==> config.mk <==
export PLATFORM = sky130hd
export DESIGN_NAME = pss_update
export DESIGN_NICKNAME = d
export VERILOG_FILES = /design/src/hw/rtl/pss_pkg.sv /design/src/hw/rtl/pss_update.sv
export SDC_FILE = /design/constraint.sdc
export NUM_CORES = 1
export LEC_CHECK = 0
export ABC_AREA = 1
export BUFFER_PORTS_ARGS = -buffer_cell sky130_fd_sc_hd__buf_4
export CAP_MARGIN = 20
export CORE_MARGIN = 1.5
export CORE_UTILIZATION = 45
export CTS_BUF_LIST = sky130_fd_sc_hd__clkbuf_4 sky130_fd_sc_hd__clkbuf_8
export DETAILED_ROUTE_END_ITERATION = 8
export HOLD_SLACK_MARGIN = 0.05
export PLACE_DENSITY = 0.67
export SLEW_MARGIN = 20
export SYNTH_ARGS = -nofsm -noshare
export SYNTH_HDL_FRONTEND = slang
export SYNTH_SLANG_ARGS = --single-unit
==> constraint.sdc <==
create_clock -name clk -period 11.55 [get_ports clk]
set_input_delay 1.155 -clock clk [delete_from_list [all_inputs] [get_ports clk]]
set_output_delay 1.155 -clock clk [all_outputs]
set_load 0.02 [all_outputs]
==> src/hw/rtl/pss_pkg.sv <==
`default_nettype none
package pss_pkg;

  localparam int COORD_BITS    = 9;
  localparam int FRAC_BITS     = 8;

  typedef struct packed {
    logic [8:0] px;
    logic [8:0] py;
    logic       final_point;
  } pss_in_t;

  typedef struct packed {
    logic [16:0] sx;
    logic [16:0] sy;
    logic        final_result;
    logic        dropped;
  } pss_out_t;

  localparam logic [1:0] REG_DATA_WEIGHT    = 2'd0;
  localparam logic [1:0] REG_SMOOTH_WEIGHT  = 2'd1;
  localparam logic [1:0] REG_STOP_TOLERANCE = 2'd2;
  localparam logic [1:0] REG_SWEEP_LIMIT    = 2'd3;

  localparam int CFG_IDX_BITS  = 2;
  localparam int SUM_BITS      = 24;
  localparam int OUT_BITS      = 17;

  typedef struct packed {
    logic [7:0]  data_weight;
    logic [7:0]  smooth_weight;
    logic [15:0] stop_tolerance;
    logic [11:0] sweep_limit;
  } pss_cfg_t;

endpackage
`default_nettype wire

==> src/hw/rtl/pss_update.sv <==
`default_nettype none
// one coordinate update: old + round(wd*(orig-old)/256) + round(ws*lap/256), saturated
module pss_update import pss_pkg::*; #(
  parameter int QB = 17
) (
  input  wire logic          clk,
  input  wire logic [7:0]    wd,
  input  wire logic [7:0]    ws,
  input  wire logic [QB-1:0] old_v,
  input  wire logic [QB-1:0] orig_v,
  input  wire logic [QB-1:0] prev_v,
  input  wire logic [QB-1:0] next_v,
  output logic [QB-1:0]      new_v,
  output logic [QB:0]        diff_v
);
  localparam int W = QB + 12;
  logic signed [W-1:0] d_a, lap, pa, pb, old_s;
  logic signed [W-1:0] pa_r, pb_r, old_r;
  logic signed [W-1:0] nv;

  always_comb begin
    old_s = W'($signed({1'b0, old_v}));
    d_a   = W'($signed({1'b0, orig_v})) - old_s;
    lap   = W'($signed({1'b0, prev_v})) + W'($signed({1'b0, next_v})) - (old_s <<< 1);
    pa    = d_a * $signed({1'b0, wd});
    pb    = lap * $signed({1'b0, ws});
  end

  // register after the multipliers
  always_ff @(posedge clk) begin
    pa_r  <= pa;
    pb_r  <= pb;
    old_r <= old_s;
  end

  always_comb begin
    // floor((v+128)/256) is the required rounding
    nv = old_r + ((pa_r + W'(128)) >>> 8) + ((pb_r + W'(128)) >>> 8);
    if (nv < 0) new_v = '0;
    else if (nv > W'({QB{1'b1}})) new_v = '1;
    else new_v = nv[QB-1:0];
    diff_v = ({1'b0, new_v} >= old_r[QB:0]) ? {1'b0, new_v} - old_r[QB:0]
                                            : old_r[QB:0] - {1'b0, new_v};
  end
endmodule
`default_nettype wire
==> out/results.txt <==
Vias in the first global route -> 16879
DR vias -> 17277
Post-detail-place hpwl -> 49200 µm
Hold buffers post-CTS -> 0
DP Area -> 20400 µm²
First DRT Iteration DRCs -> 1148
Die area -> 43600 µm²
Synth area leader -> fa_1
Fill cells -> 4274
Final count of pins violating max slew -> 0
Final ANT Viol Nets -> 0
Register bit count reported by yosys -> 58
Cell Area, Synth -> 19000 µm²
FMAX -> 134 MHz
Hold Path Class -> primary input to register
Critical path endpoint category -> output pin
Crit path largest cell delay -> 0.52 ns
Syn_nets -> 3293
Most used cell, CP -> nand2_1
Width of the die -> 209 µm
Vias per cell -> 5.13
Drt first pass iters -> 6
Root Buffer Master -> clkbuf_8
CTS tree -> built
Core Box Area -> 41900 µm²
Worst-path clk slew -> 0.08 ns
Period utilisation layout -> 64.6%
Status -> finished clean
Drt wl/cell -> 16.2 µm
Post_cts resized -> 0
Global route overflow -> 0
# DRC -> 0
Largest net degree at the start of global routing -> 20
Slowest stage cell, crit path -> fa_1
Warnings from Yosys -> 0
Fin. Hold Viols -> 0
Htree depth -> 3
Total clock sinks -> 58
Post-synth EDFFs -> 0
Initial antenna violation count -> 3
Most common cell in the netlist -> inv_1
Final wirelength -> 54400 µm
Design area -> 20600 µm²
Num rows -> 75
Starting utilization of the core area -> 45.5%
Chip height -> 209 µm
Ys flop type -> dfxtp_1
Gpl congestion -> 0.990
Critical Path RT -> 10.40 ns
Setup crit start kind -> register
Post-Route Utilization -> 49.2%
Post-Syn Area per Cell -> 6.95 µm²
Layout area overhead -> 8.06%
Least-Margin Pin Slew -> 0.834 ns
Final nets -> 3376
RSZ-0062 raised after global routing -> false
Count of input and output buffers -> 119
Setup violators final -> 0
TNS Setup -> 0 ns
Top cells by area, synth -> fa_1 (28%), ha_1 (13%), inv_1 (13%)
Clock buffer depth -> 2
Setup Buffers After CTS -> 0
Asr flop ratio synth -> 0%
Global-route wire length before repair -> 87500 µm
Final Critical Period -> 7.46 ns
Share of the yosys chip area belonging to registers -> 6.10%
Total track usage -> 25.2%
Crit Path Max Fanout -> 19
Critical Setup Path Class -> register to output pin
CP arrival -> 6.30 ns
I/O Pins -> 120
Syn Inst Count -> 2742
Synth cell types -> 54
Max-Cap Viols -> 0
CTS Buf Count -> 9
Worst slew margin -> 44.0%
Top cell type's share of synthesized area -> 28.3%
Layout cells sized above 1 -> 6.08%
Commonest cells post-synth -> inv_1 (654), nand2_1 (567), nor2_1 (291)
-- layer usage --
layer  GRT usage, %  vias up  part of all wire [%]
met5              0        -                     0
met4           6.30        0                   2.5
met3           3.38       72                   6.5
met2           41.4      526                    45
met1           35.1     8219                    46
li1               -     8460                     -
-- cells by family after synthesis --
| kind of cell | share of synthesized area, % |
|---|---|
| AOI/OAI and AO/OA | 8.45 |
| and+or+nand+nor | 23.8 |
| xor gates and xnor gates | 6.16 |
| buffers and inverters | 14.3 |
| DFF | 6.10 |
| adders and majority gates | 41.2 |
-- area by class of cell --
cell class / count / area (µm²) / share of cell area, %
multi-input combinational: 1975 / 15200 / 73.7
antenna: 1 / 2.50 / 0.0122
clock buffer: 9 / 124 / 0.602
sequential: 58 / 1160 / 5.64
clock inverter: 7 / 77.6 / 0.377
tap: 539 / 674 / 3.28
timing repair buffer: 119 / 893 / 4.34
inverter: 662 / 2480 / 12.1
-- final timing paths --
path	startpoint	to	slack [ns]	cells after the start
max	pa_r[7]$_DFF_P_	diff_v[7]	4.09	34
min	old_v[13]	old_r[13]$_DFF_P_	0.93	1
-- sequential cells by signal, indices dropped and copies added (netlist names) --
register and count:
pb_r 21, pa_r 20, old_r 17
-- through the flow --
stage,std cells,setup slack [ns],hold WS [ns]
after global routing,3370,3.26,0.912
final,3370,4.09,0.933
after global placement,3353,3.90,1.30
after detailed placement,3353,3.93,1.30
after floorplan,2742,4.89,1.18
after CTS,3369,4.04,0.914
-- worst max-delay path, delay by kind of cell, from the launching register on --
| family | cells | cell delay, ns |
|---|---|---|
| DFF | 1 | 0.34 |
| and+or+nand+nor | 22 | 3.02 |
| buffers and inverters | 5 | 0.68 |
| adders and majority gates | 4 | 1.38 |
| xor gates and xnor gates | 1 | 0.10 |
| AOI/OAI and AO/OA | 2 | 0.40 |
-- cells in the final DEF, fill, tap and decap left out, types with 14 or more instances in the layout --
master / n
xnor2_1: 47
nand3_1: 128
fa_1: 269
buf_4: 119
nand2_1: 567
inv_1: 654
a21oi_1: 156
ha_1: 197
xor2_1: 87
a21o_1: 14
nor3_1: 22
nand4_1: 23
o21ai_0: 69
nor2_1: 291
dfxtp_1: 58
Power is not shown: default switching activity piles up to over one toggle a cycle in this logic, so the estimate is an artifact.
